**src/rtl/sapt_pkg.sv**
```systemverilog
// Shared types and constants for the sensor alert persistence tracker.
// Depends on nothing; every other file in rtl/ refers to it by scoped names.
package sapt_pkg;

    localparam int unsigned COUNT_W        = 8;
    localparam int unsigned LEARN_LIMIT_W  = 27;
    localparam logic [16:0] SECONDS_PER_DAY = 17'd86400;

    typedef enum logic [1:0] {
        LEVEL_NONE      = 2'd0,
        LEVEL_WATCH     = 2'd1,
        LEVEL_WARNING   = 2'd2,
        LEVEL_CONFIRMED = 2'd3
    } level_t;

    typedef enum logic [2:0] {
        REG_MULTIPLIER   = 3'd0,
        REG_PERSISTENCE  = 3'd1,
        REG_HOLD_SECONDS = 3'd2,
        REG_LEARN_DAYS   = 3'd3,
        REG_TURB_LIMIT   = 3'd4,
        REG_SOLIDS_LIMIT = 3'd5
    } reg_index_t;

    localparam logic [7:0]  MULTIPLIER_RESET   = 8'd48;
    localparam logic [7:0]  PERSISTENCE_RESET  = 8'd3;
    localparam logic [15:0] HOLD_RESET         = 16'd3600;
    localparam logic [26:0] LEARN_LIMIT_RESET  = 27'd2592000;
    localparam logic [14:0] TURB_LIMIT_RESET   = 15'd80;
    localparam logic [14:0] SOLIDS_LIMIT_RESET = 15'd16000;

    // Configuration as seen by the datapath; the learning window is held
    // pre-scaled to seconds.
    typedef struct packed {
        logic [7:0]               multiplier;
        logic [COUNT_W-1:0]       persistence;
        logic [15:0]              hold_seconds;
        logic [LEARN_LIMIT_W-1:0] learn_limit;
        logic [14:0]              turb_limit;
        logic [14:0]              solids_limit;
    } cfg_t;

    typedef struct packed {
        logic update;
        logic learning_open;
    } chan_ctrl_t;

endpackage

```
**src/rtl/sapt_channel.sv**
```systemverilog
// One sensor channel: anomaly test, saturating run count and stored level.
// Depends on sapt_pkg.
module sapt_channel
(
    input  logic                clk,
    input  logic                rst_n,
    input  sapt_pkg::chan_ctrl_t ctrl,
    input  sapt_pkg::cfg_t      cfg,
    input  logic [14:0]         limit,
    input  logic signed [15:0]  reading,
    input  logic signed [15:0]  mean,
    output sapt_pkg::level_t    level
);

    logic [sapt_pkg::COUNT_W-1:0] count_reg;
    logic [sapt_pkg::COUNT_W-1:0] count_next;
    sapt_pkg::level_t             level_reg;
    sapt_pkg::level_t             level_next;

    logic signed [25:0] scaled;
    logic signed [25:0] thr;
    logic               over_mean;
    logic               over_limit;
    logic               anomalous;

    assign scaled     = {{6{reading[15]}}, reading, 4'b0000};
    assign thr        = 26'(mean) * 26'($signed({1'b0, cfg.multiplier}));
    assign over_mean  = scaled > thr;
    assign over_limit = ctrl.learning_open && (limit != 15'd0)
                        && ($signed({reading[15], reading}) > $signed({2'b00, limit}));
    assign anomalous  = over_mean || over_limit;

    always_comb
    begin
        if (anomalous)
        begin
            count_next = (count_reg == '1) ? count_reg : count_reg + 1'b1;
        end
        else
        begin
            count_next = (count_reg == '0) ? count_reg : count_reg - 1'b1;
        end
    end

    always_comb
    begin
        priority if (count_next == '0)
            level_next = sapt_pkg::LEVEL_NONE;
        else if (count_next >= cfg.persistence)
            level_next = sapt_pkg::LEVEL_CONFIRMED;
        else if (count_next >= sapt_pkg::COUNT_W'(2))
            level_next = sapt_pkg::LEVEL_WARNING;
        else
            level_next = sapt_pkg::LEVEL_WATCH;
    end

    // Level as it stands once this item is done.
    assign level = ctrl.update ? level_next : level_reg;

    always_ff @(posedge clk or negedge rst_n)
    begin
        if (!rst_n)
        begin
            count_reg <= '0;
            level_reg <= sapt_pkg::LEVEL_NONE;
        end
        else if (ctrl.update)
        begin
            count_reg <= count_next;
            level_reg <= level_next;
        end
    end

endmodule

```
**src/rtl/sapt_message.sv**
```systemverilog
// Message request with a shared hold time and a per-channel last-send timestamp.
// Depends on sapt_pkg.
module sapt_message
(
    input  logic        clk,
    input  logic        rst_n,
    input  logic        update,
    input  sapt_pkg::level_t level,
    input  logic [31:0] now,
    input  logic        delivered,
    input  logic [15:0] hold_seconds,
    output logic        send
);

    logic [31:0] last_reg;
    logic [31:0] since;
    logic        suppressed;

    assign since      = now - last_reg;
    assign suppressed = (last_reg != 32'd0) && (since < {16'd0, hold_seconds});
    assign send       = update && (level == sapt_pkg::LEVEL_CONFIRMED) && !suppressed;

    always_ff @(posedge clk or negedge rst_n)
    begin
        if (!rst_n)
            last_reg <= 32'd0;
        else if (send && delivered)
            last_reg <= now;
    end

endmodule

```
**src/rtl/sensor_alert_persistence_tracker.sv**
```systemverilog
// Top level of the sensor alert persistence tracker.
// Depends on sapt_pkg, sapt_channel and sapt_message.
//
// One water reading (turbidity, dissolved solids, temperature with their
// seasonal means, fault flags, dry-tank flag, time and delivery flag) goes in
// per transfer and one result comes out per transfer. The block takes one
// item per cycle while results are not stalled: the item lands in an
// input register, the per-channel anomaly test, run count, level and message
// hold are worked out from it and written to the result register together
// with the state update once that register is free. This per-channel logic,
// led by the 16 x 8 mean multiply, sets the clock. The result register parts
// the two sides, so a stalled result only holds off new input once the input
// register is also full.
// Configuration is written through cfg_write/cfg_index/cfg_data while the
// block is idle; writes to unused indexes are dropped. The learning window
// length is kept as seconds, scaled at write time.
module sensor_alert_persistence_tracker
(
    input  logic               clk,
    input  logic               rst_n,

    input  logic               cfg_write,
    input  logic [2:0]         cfg_index,
    input  logic [15:0]        cfg_data,

    input  logic               item_valid,
    output logic               item_stall,
    input  logic signed [15:0] turbidity,
    input  logic signed [15:0] solids,
    input  logic signed [15:0] temperature,
    input  logic signed [15:0] turbidity_mean,
    input  logic signed [15:0] solids_mean,
    input  logic signed [15:0] temperature_mean,
    input  logic               turbidity_fault,
    input  logic               solids_fault,
    input  logic               temperature_fault,
    input  logic               tank_empty,
    input  logic [31:0]        time_seconds,
    input  logic               message_delivered,

    output logic               result_valid,
    input  logic               result_stall,
    output logic [1:0]         overall_level,
    output logic [1:0]         turbidity_level,
    output logic [1:0]         solids_level,
    output logic [1:0]         temperature_level,
    output logic               send_turbidity_message,
    output logic               send_solids_message,
    output logic               learning_active
);

    // ---------------------------------------------------------------
    // Configuration registers
    // ---------------------------------------------------------------
    sapt_pkg::cfg_t cfg_reg;

    always_ff @(posedge clk or negedge rst_n)
    begin
        if (!rst_n)
        begin
            cfg_reg.multiplier   <= sapt_pkg::MULTIPLIER_RESET;
            cfg_reg.persistence  <= sapt_pkg::PERSISTENCE_RESET;
            cfg_reg.hold_seconds <= sapt_pkg::HOLD_RESET;
            cfg_reg.learn_limit  <= sapt_pkg::LEARN_LIMIT_RESET;
            cfg_reg.turb_limit   <= sapt_pkg::TURB_LIMIT_RESET;
            cfg_reg.solids_limit <= sapt_pkg::SOLIDS_LIMIT_RESET;
        end
        else if (cfg_write)
        begin
            unique case (cfg_index)
                sapt_pkg::REG_MULTIPLIER:   cfg_reg.multiplier   <= cfg_data[7:0];
                sapt_pkg::REG_PERSISTENCE:  cfg_reg.persistence  <= cfg_data[7:0];
                sapt_pkg::REG_HOLD_SECONDS: cfg_reg.hold_seconds <= cfg_data;
                sapt_pkg::REG_LEARN_DAYS:
                    cfg_reg.learn_limit <=
                        sapt_pkg::LEARN_LIMIT_W'(cfg_data[9:0])
                        * sapt_pkg::LEARN_LIMIT_W'(sapt_pkg::SECONDS_PER_DAY);
                sapt_pkg::REG_TURB_LIMIT:   cfg_reg.turb_limit   <= cfg_data[14:0];
                sapt_pkg::REG_SOLIDS_LIMIT: cfg_reg.solids_limit <= cfg_data[14:0];
                default: ;
            endcase
        end
    end

    // ---------------------------------------------------------------
    // Input register
    // ---------------------------------------------------------------
    logic               in_valid_reg;
    logic signed [15:0] turb_reg, solids_reg, temp_reg;
    logic signed [15:0] turb_mean_reg, solids_mean_reg, temp_mean_reg;
    logic               turb_fault_reg, solids_fault_reg, temp_fault_reg;
    logic               dry_reg;
    logic [31:0]        now_reg;
    logic               delivered_reg;

    logic result_load;   // result register free to take an item this cycle
    logic advance;       // input register hands its item on
    logic item_take;

    assign result_load = !result_valid || !result_stall;
    assign advance     = in_valid_reg && result_load;
    assign item_stall  = in_valid_reg && !result_load;
    assign item_take   = item_valid && !item_stall;

    always_ff @(posedge clk or negedge rst_n)
    begin
        if (!rst_n)
            in_valid_reg <= 1'b0;
        else if (item_take)
            in_valid_reg <= 1'b1;
        else if (advance)
            in_valid_reg <= 1'b0;
    end

    always_ff @(posedge clk)
    begin
        if (item_take)
        begin
            turb_reg         <= turbidity;
            solids_reg       <= solids;
            temp_reg         <= temperature;
            turb_mean_reg    <= turbidity_mean;
            solids_mean_reg  <= solids_mean;
            temp_mean_reg    <= temperature_mean;
            turb_fault_reg   <= turbidity_fault;
            solids_fault_reg <= solids_fault;
            temp_fault_reg   <= temperature_fault;
            dry_reg          <= tank_empty;
            now_reg          <= time_seconds;
            delivered_reg    <= message_delivered;
        end
    end

    // ---------------------------------------------------------------
    // Learning window: the first item marks the start; the window closes
    // once the elapsed time reaches the configured number of days and
    // stays closed until reset.
    // ---------------------------------------------------------------
    logic        learn_open_reg;
    logic        learn_begun_reg;
    logic [31:0] learn_start_reg;
    logic [31:0] start_eff;
    logic [31:0] elapsed;
    logic        learn_open_now;

    assign start_eff      = learn_begun_reg ? learn_start_reg : now_reg;
    assign elapsed        = now_reg - start_eff;
    assign learn_open_now = learn_open_reg
                            && (elapsed < {{(32 - sapt_pkg::LEARN_LIMIT_W){1'b0}},
                                           cfg_reg.learn_limit});

    always_ff @(posedge clk or negedge rst_n)
    begin
        if (!rst_n)
        begin
            learn_open_reg  <= 1'b1;
            learn_begun_reg <= 1'b0;
            learn_start_reg <= 32'd0;
        end
        else if (advance && learn_open_reg)
        begin
            learn_open_reg  <= learn_open_now;
            learn_begun_reg <= 1'b1;
            learn_start_reg <= start_eff;
        end
    end

    // ---------------------------------------------------------------
    // Channels
    // ---------------------------------------------------------------
    sapt_pkg::chan_ctrl_t turb_ctrl, solids_ctrl, temp_ctrl;
    sapt_pkg::level_t     turb_lvl, solids_lvl, temp_lvl;
    logic                 turb_send, solids_send;

    assign turb_ctrl.update          = advance && !dry_reg && !turb_fault_reg;
    assign turb_ctrl.learning_open   = learn_open_now;
    assign solids_ctrl.update        = advance && !dry_reg && !solids_fault_reg;
    assign solids_ctrl.learning_open = learn_open_now;
    assign temp_ctrl.update          = advance && !dry_reg && !temp_fault_reg;
    assign temp_ctrl.learning_open   = learn_open_now;

    sapt_channel u_turb
    (
        .clk     (clk),
        .rst_n   (rst_n),
        .ctrl    (turb_ctrl),
        .cfg     (cfg_reg),
        .limit   (cfg_reg.turb_limit),
        .reading (turb_reg),
        .mean    (turb_mean_reg),
        .level   (turb_lvl)
    );

    sapt_channel u_solids
    (
        .clk     (clk),
        .rst_n   (rst_n),
        .ctrl    (solids_ctrl),
        .cfg     (cfg_reg),
        .limit   (cfg_reg.solids_limit),
        .reading (solids_reg),
        .mean    (solids_mean_reg),
        .level   (solids_lvl)
    );

    // Temperature has no fallback limit.
    sapt_channel u_temp
    (
        .clk     (clk),
        .rst_n   (rst_n),
        .ctrl    (temp_ctrl),
        .cfg     (cfg_reg),
        .limit   (15'd0),
        .reading (temp_reg),
        .mean    (temp_mean_reg),
        .level   (temp_lvl)
    );

    sapt_message u_turb_msg
    (
        .clk          (clk),
        .rst_n        (rst_n),
        .update       (turb_ctrl.update),
        .level        (turb_lvl),
        .now          (now_reg),
        .delivered    (delivered_reg),
        .hold_seconds (cfg_reg.hold_seconds),
        .send         (turb_send)
    );

    sapt_message u_solids_msg
    (
        .clk          (clk),
        .rst_n        (rst_n),
        .update       (solids_ctrl.update),
        .level        (solids_lvl),
        .now          (now_reg),
        .delivered    (delivered_reg),
        .hold_seconds (cfg_reg.hold_seconds),
        .send         (solids_send)
    );

    // Highest level among the channels updated by this item.
    logic [1:0] turb_part, solids_part, temp_part, max_ts, overall_next;

    assign turb_part    = turb_ctrl.update   ? turb_lvl   : sapt_pkg::LEVEL_NONE;
    assign solids_part  = solids_ctrl.update ? solids_lvl : sapt_pkg::LEVEL_NONE;
    assign temp_part    = temp_ctrl.update   ? temp_lvl   : sapt_pkg::LEVEL_NONE;
    assign max_ts       = (turb_part > solids_part) ? turb_part : solids_part;
    assign overall_next = (max_ts > temp_part) ? max_ts : temp_part;

    // ---------------------------------------------------------------
    // Result register
    // ---------------------------------------------------------------
    always_ff @(posedge clk or negedge rst_n)
    begin
        if (!rst_n)
            result_valid <= 1'b0;
        else if (result_load)
            result_valid <= in_valid_reg;
    end

    always_ff @(posedge clk)
    begin
        if (advance)
        begin
            overall_level          <= overall_next;
            turbidity_level        <= turb_lvl;
            solids_level           <= solids_lvl;
            temperature_level      <= temp_lvl;
            send_turbidity_message <= turb_send;
            send_solids_message    <= solids_send;
            learning_active        <= learn_open_now;
        end
    end

    // ---------------------------------------------------------------
    // Assertions
    // ---------------------------------------------------------------
    a_stall_needs_item: assert property (@(posedge clk) disable iff (!rst_n)
        item_stall |-> in_valid_reg)
        else $error("input stalled with an empty input register");

    a_learning_stays_closed: assert property (@(posedge clk) disable iff (!rst_n)
        !learn_open_reg |=> !learn_open_reg)
        else $error("learning window reopened");

    a_turb_send_confirmed: assert property (@(posedge clk) disable iff (!rst_n)
        (result_valid && send_turbidity_message)
        |-> (turbidity_level == sapt_pkg::LEVEL_CONFIRMED))
        else $error("turbidity message requested below confirmed level");

    a_solids_send_confirmed: assert property (@(posedge clk) disable iff (!rst_n)
        (result_valid && send_solids_message)
        |-> (solids_level == sapt_pkg::LEVEL_CONFIRMED))
        else $error("solids message requested below confirmed level");

    a_overall_from_channel: assert property (@(posedge clk) disable iff (!rst_n)
        result_valid |-> (overall_level == sapt_pkg::LEVEL_NONE
                          || overall_level == turbidity_level
                          || overall_level == solids_level
                          || overall_level == temperature_level))
        else $error("overall level matches no channel");

endmodule

```
**config.mk**
```make
export PLATFORM = sky130hd
export DESIGN_NAME = sensor_alert_persistence_tracker
export DESIGN_NICKNAME = d
export VERILOG_FILES = /design/src/rtl/sapt_pkg.sv /design/src/rtl/sapt_channel.sv /design/src/rtl/sapt_message.sv /design/src/rtl/sensor_alert_persistence_tracker.sv
export SDC_FILE = /design/constraint.sdc
export NUM_CORES = 2
export LEC_CHECK = 0
export BUFFER_PORTS_ARGS = -buffer_cell sky130_fd_sc_hd__buf_4
export CELL_PAD_IN_SITES_DETAIL_PLACEMENT = 0
export CELL_PAD_IN_SITES_GLOBAL_PLACEMENT = 2
export CORE_ASPECT_RATIO = 0.9
export CORE_MARGIN = 2
export CORE_UTILIZATION = 37
export CTS_CLUSTER_DIAMETER = 50
export DETAILED_ROUTE_END_ITERATION = 10
export PLACE_DENSITY_LB_ADDON = 0.1
export SLEW_MARGIN = 15
export SYNTH_ARGS = -nofsm -noshare
export SYNTH_HDL_FRONTEND = slang
export SYNTH_SLANG_ARGS = --single-unit
```
**constraint.sdc**
```tcl
create_clock -name clk -period 10.55 [get_ports clk]
set_input_delay 0.5275 -clock clk [delete_from_list [all_inputs] [get_ports clk]]
set_output_delay 0.5275 -clock clk [all_outputs]
set_load 0.01 [all_outputs]
```
---- Word level (Yosys, flattened, before mapping) ----
Cells that the tools add are included.
storage, ports and cells
  register bits after elaboration ......... 356
  input port bits ......................... 157
operators by class
  $lt $le $gt $ge ......................... 16
  multipliers ............................. 4
  multiplexer cells ....................... 29
  equal/unequal tests ..................... 10
  add/sub/neg operators ................... 9
  reduce and logical (&&, ||, !) cells .... 52
operators with widths
  cell                                                                   count
  32-bit subtractor                                                      3
  20-bit by 25-bit greater-than comparator with 1-bit output             3
  16-bit by 9-bit multiplier with 25-bit output                          3
  8-bit 2-to-1 mux                                                       9
  32-bit by 16-bit less-than comparator with 1-bit output                2
  32-bit nonzero test                                                    2
  8-bit logical NOT                                                      6
  2-bit 2-to-1 mux                                                       17
  16-bit greater-than comparator                                         2
  32-bit by 27-bit less-than comparator with 1-bit output                1
  32-bit 2-to-1 mux                                                      1
  15-bit nonzero test                                                    2
  8-bit by 1-bit adder with 8-bit output, second input constant          3
  8-bit equality test, second input constant                             3
  8-bit by 2-bit >= comparator with 1-bit output, second input constant  3
  8-bit >= comparator                                                    3
  8-bit by 1-bit subtractor with 8-bit output, second input constant     3
  1-bit logical AND                                                      21
  10-bit by 10-bit multiplier with 20-bit output, second input constant  1
  2-bit AND reduction                                                    6
  1-bit logical NOT                                                      10
  3-bit by 2-bit equality test with 1-bit output, second input constant  2
  3-bit equality test, second input constant                             2
  2-bit equality test, second input constant                             2
  other kinds (6)                                                        10

---- Longest topological paths before layout ----
  word-level depth ........................ 18
  mapped depth ............................ 61
  gate-level depth less buffers ........... 58

---- Hierarchy ----
A second synthesis with hierarchy kept.
second synthesis, totals
  cells, all modules ...................... 4483
  area, all modules ....................... 41337.1 µm²
by module, submodules not included
  module                            instances  cells an instance  area an instance (µm²)
  sensor_alert_persistence_tracker  1          976                12699.7
  sapt_channel (u_temp)             1          798                6652.6
  sapt_channel (u_solids)           1          795                6638.9
  sapt_channel (u_turb)             1          801                6621.4
  sapt_message (u_turb_msg)         1          637                4615.7
  sapt_message (u_solids_msg)       1          476                4108.9

---- Worst setup path after synthesis ----
Ideal clock, no wire load.
  path kind ............................... reg-to-reg
  from .................................... register cfg_reg[81] (netlist bit)
  to ...................................... register overall_level[0] (data pin)
  clock period less this slack ............ 10.777 ns
  data required time ...................... 10.287 ns
  path slack .............................. -0.227 ns
  setup time .............................. 0.263 ns
  arrival time ............................ 10.513 ns
  cell stages (with the launch flop) ...... 62
  buffers on the path ..................... 3
  cells stage by stage .................... dfrtp_1 > clkbuf_1 > clkbuf_1 > nand2_1 > fa_1 > inv_1 > ha_1 > ha_1 > inv_1 > fa_1 > inv_1 > ha_1 > fa_1 > a21o_1 > a21oi_1 > o21bai_1 > a21oi_1 > o21bai_1 > (+26 left out) > a21oi_1 > nor2b_1 > o21ai_0 > nand2b_1 > a21o_1 > o311a_1 > a21o_4 > inv_1 > ha_1 > nor2b_1 > a21oi_1 > o211ai_1 > and3_1 > ha_1 > inv_1 > o22ai_1 > a221oi_1 > a21boi_1
between the ends
  longest elaborated chain between the ends .. 14
  elaborated cells between the ends (all ways) .. 39
  those cells by class .................... 3 x mul; 11 x order compare; 20 x mux; 5 x reduce/logical
ends and longest elaborated chain
  item                                                        line                                                                              text
  start, declared                                             sensor_alert_persistence_tracker.sv:55                                            sapt_pkg::cfg_t cfg_reg;
  16-bit by 9-bit multiplier with 25-bit output               sapt_channel.sv:27                                                                assign thr = 26'(mean) * 26'($signed({1'b0, cfg.multiplier}));
  20-bit by 25-bit greater-than comparator with 1-bit output  sapt_channel.sv:28                                                                assign over_mean = scaled > thr;
  1-bit logical OR                                            sapt_channel.sv:31                                                                assign anomalous = over_mean || over_limit;
  8-bit 2-to-1 mux                                            sapt_channel.sv:35                                                                if (anomalous)
  8-bit by 2-bit >= comparator with 1-bit output              sapt_channel.sv:51                                                                else if (count_next >= sapt_pkg::COUNT_W'(2))
  2-bit 2-to-1 mux                                            sapt_channel.sv:51
  2-bit 2-to-1 mux                                            sapt_channel.sv:49                                                                else if (count_next >= cfg.persistence)
  2-bit 2-to-1 mux                                            sapt_channel.sv:47                                                                priority if (count_next == '0)
  2-bit 2-to-1 mux                                            sapt_channel.sv:58                                                                assign level = ctrl.update ? level_next : level_reg;
  2-bit 2-to-1 mux (on tied branches)                         sensor_alert_persistence_tracker.sv:246, sensor_alert_persistence_tracker.sv:247
  2-bit greater-than comparator                               sensor_alert_persistence_tracker.sv:249                                           assign max_ts = (turb_part > solids_part) ? turb_part : solids_part;
  2-bit 2-to-1 mux                                            sensor_alert_persistence_tracker.sv:249
  2-bit greater-than comparator                               sensor_alert_persistence_tracker.sv:250                                           assign overall_next = (max_ts > temp_part) ? max_ts : temp_part;
  2-bit 2-to-1 mux *                                          sensor_alert_persistence_tracker.sv:250
  named net overall_next[0]                                   sensor_alert_persistence_tracker.sv:244                                           logic [1:0] turb_part, solids_part, temp_part, max_ts, overall_next;
  end signal, assigned                                        sensor_alert_persistence_tracker.sv:267                                           overall_level <= overall_next;
  end, declared                                               sensor_alert_persistence_tracker.sv:43                                            output logic [1:0] overall_level,
The timed path passes the listed nets; every way through them passes the cells marked *.
A chain may end at the register's enable or synchronous reset.

---- Worst setup path after layout ----
  from .................................... register cfg_reg[82] (netlist bit)
  to ...................................... register overall_level[0] (data pin)
Same word-level chain as after synthesis.

==> results.toml <==
[synth]
async_flop_share_pct = 59.6
synthMuxAreaShare_pct = 4.81
ys.flop_type = "dfrtp_1"
synthesis.area_um2 = 39100
synthCells = 4141
synth_commonest_cells = "726 x inv_1, 489 x ha_1, 388 x nand2_1"
synth_cell_types = 96
synth_compound_area_share_pct = 12.6
ys_ff_latch = 356
synth_top_family_by_area = "adder cells"
yosysSeqAreaShare_pct = 24.7
synth_adder_area_share_pct = 32.1
synth-edff-count = 144
syn_nets = 5108
synth-xor-area-share_pct = 3.21
yosys_warnings = 0
yosysMostFrequentCell = "inv_1"
synth_area_leader_cell = "fa_1"
synth.top_cell.area_share_pct = 16.5
synth_simple_gate_area_share_pct = 14.3
ys_top_cells_by_area = "fa_1 16%, ha_1 16%, dfrtp_1 12%, edfxtp_1 11%, inv_1 7.0%"
avgSynthCellArea_um2 = 9.43

[critical_path]
crit_fanout = 8
cpMostUsedCell = "buf_4"
crit_required_ns = 10.98
rr_startpoint = "cfg_reg[82]$_DFFE_PN0P_"
crit_slowest_cell = "fa_1"
worst_setup_path_end_kind = "flop"
critPathArrivalTime_ns = 10.92
critPathKind = "flop to flop"
cpPeakStageDelay_ns = 0.62
startpoint = "cfg_reg[82]$_DFFE_PN0P_"
start_kind = "flop"

[cts]
cts_buffers = 61
clockBufferDepth = 3
htreeDepth = 2
clkTransAtPathRegs_ns = 0.06
root_buffer = "clkbuf_16"
clock_latency_ns = 0.70
clock-sinks = 356
cts_tree = "done"

[worst_hold_path]
min_from = "solids_mean[7]"
hp-class = "primary input to flop"

[placement]
port_buffers = 169
place_area_um2 = 43500
gp_congestion = 0.846
pre_cts_ws_ns = -0.763
hpwl_mm = 88.4

[routing]
drt-pass1-iter-count = 5
final_antenna_net_count = 0
vias_per_cell = 4.94
route.met3.wl_mm = 3.89
wl_met1_mm = 55.0
drt_wl_total_mm = 110
dr.max_layer_used = "met5"
routed-wl-met2_mm = 48.7
wl_per_cell_um = 17.9
vias = 30100
drc_errors = 0
drt_iter0_drc = 1381

[flow_run]
cap_violations = 0

[finish]
syn_to_final_growth_pct = 21.5
nNetsFinal = 5641
fin_area_um2 = 47400
largest_reg_flops = 82
drive_gt1_share_pct = 16.5

[floorplan]
core_area_um2 = 105000
rows = 113
start_util_pct = 37.2
die_h_um = 312
ioPinCount = 170
die_x_um = 346
die_area_um2 = 108000

[outcome]
run_status = "finished, final reports clean"

[timing]
fmax_mhz = 95.3
max_slew_margin_pct = 30.9
layout_min_cycle_time_ns = 10.49
rsz0062_at_grt = "true"
hold_viol = 0
worst_hold_slack_ns = 0.0572
slew_violations = 0
final-setup-viol-count = 0
timing.final.crit_share_pct = 99.4
tightest_slew_ns = 1.03
worst_slack_ns = 0.0623
tns_ns = 0
finalClockSkew_ns = 0.0562

[global_routing]
grt_pass1_wl_mm = 175
antenna_found_initial = 8
grt_pass1_vias = 30800
grt_max_degree = 67
grt_remaining_overflow = 0
grt_util_all_layers_pct = 20.6
==> logic make-up (layout without fill, tap and decap cells) <==
kind of cell / count (synthesis) / in the layout
AND/OR/NAND/NOR: 1098 / 1098
buffers and inverters: 830 / 1416
adder cells (fa/ha/maj): 810 / 810
AO/OA/AOI/OAI: 752 / 752
flip-flops: 356 / 356
multiplexers: 152 / 152
XOR/XNOR: 143 / 143
other: 0 / 1
==> routing by layer <==
layer | vias to the layer above | GRT usage (%)
met5 | - | 0
met4 | 6 | 4.46
met3 | 110 | 2.67
met2 | 436 | 32.2
met1 | 14600 | 30.2
li1 | 15000 | -
==> placed cells by master (no fill, tap or decap), types with 26 or more instances in the layout <==
cell / n
nand2_1: 386
xor2_1: 46
edfxtp_1: 144
ha_1: 486
nand2b_1: 36
a21oi_1: 167
buf_4: 426
fa_1: 318
and2_1: 222
o21ai_0: 166
clkbuf_16: 61
nor3_1: 52
dlygate4sd3_1: 127
nand4_1: 35
nor4_1: 35
mux2_2: 40
o21bai_1: 36
inv_1: 725
dfrtp_1: 183
xnor2_1: 97
a21oi_2: 29
mux2i_1: 47
nand3_1: 58
a21o_1: 87
o21a_1: 40
nor2_1: 124
mux2_4: 60
nor2b_1: 39
and3_1: 26
==> stage by stage <==
stage	utilization [%]	std cells
after detailed placement	41.4	5825
final	45.2	6108
after CTS	44.9	6092
after global routing	45.2	6107
after global placement	41.4	5825
after floorplan	-	4141
==> worst max-delay path, delay by kind of cell (launching register included) <==
| family | cells | cell delay, ns |
|---|---|---|
| and+or+nand+nor | 13 | 1.78 |
| muxes | 2 | 0.34 |
| buffers and inverters | 11 | 1.26 |
| adders and majority gates | 9 | 3.58 |
| xor gates and xnor gates | 1 | 0.17 |
| AOI/OAI and AO/OA | 18 | 2.64 |
| DFF | 1 | 0.45 |
==> area by class of cell <==
class	instances	area, um^2
diodes	1	2.50
flip-flops and latches	356	9670
clock buffers	72	1580
repair buffers	574	4760
well taps	1380	1730
fillers	10300	57600
clock inverters	44	493
inverters	726	2730
multi-input cells	2955	26500
==> repair_timing <==
action                                  CTS  global route
hold buffers                            127             0
gates resized for setup                  51            45
buffers inserted                         22            14
endpoints found under the hold margin   178             0
endpoints found under the setup margin    1             6
pin swaps                                44            37
cloned                                    2             1
==> path summary, 6_finish.rpt <==
path | to | slack, ns | cells past startpoint
worst max-delay path | overall_level[0]$_DFFE_PP_ | 0.06 | 54
worst min-delay path | solids_mean_reg[7]$_DFFE_PP_ | 0.06 | 1
worst max register to register | overall_level[0]$_DFFE_PP_ | 0.06 | 54
worst min register to register | u_temp.level_reg[1]$_DFF_PN0_ | 0.47 | 2
max in group asynchronous | u_solids_msg.last_reg[7]$_DFFE_PN0P_ | 8.52 | 4
min in group asynchronous | u_turb.level_reg[0]$_DFF_PN0_ | 0.39 | 2
Power is left out: the tool's default activity adds up to more than one toggle a clock period on the data nets, which glitch-free logic cannot reach.
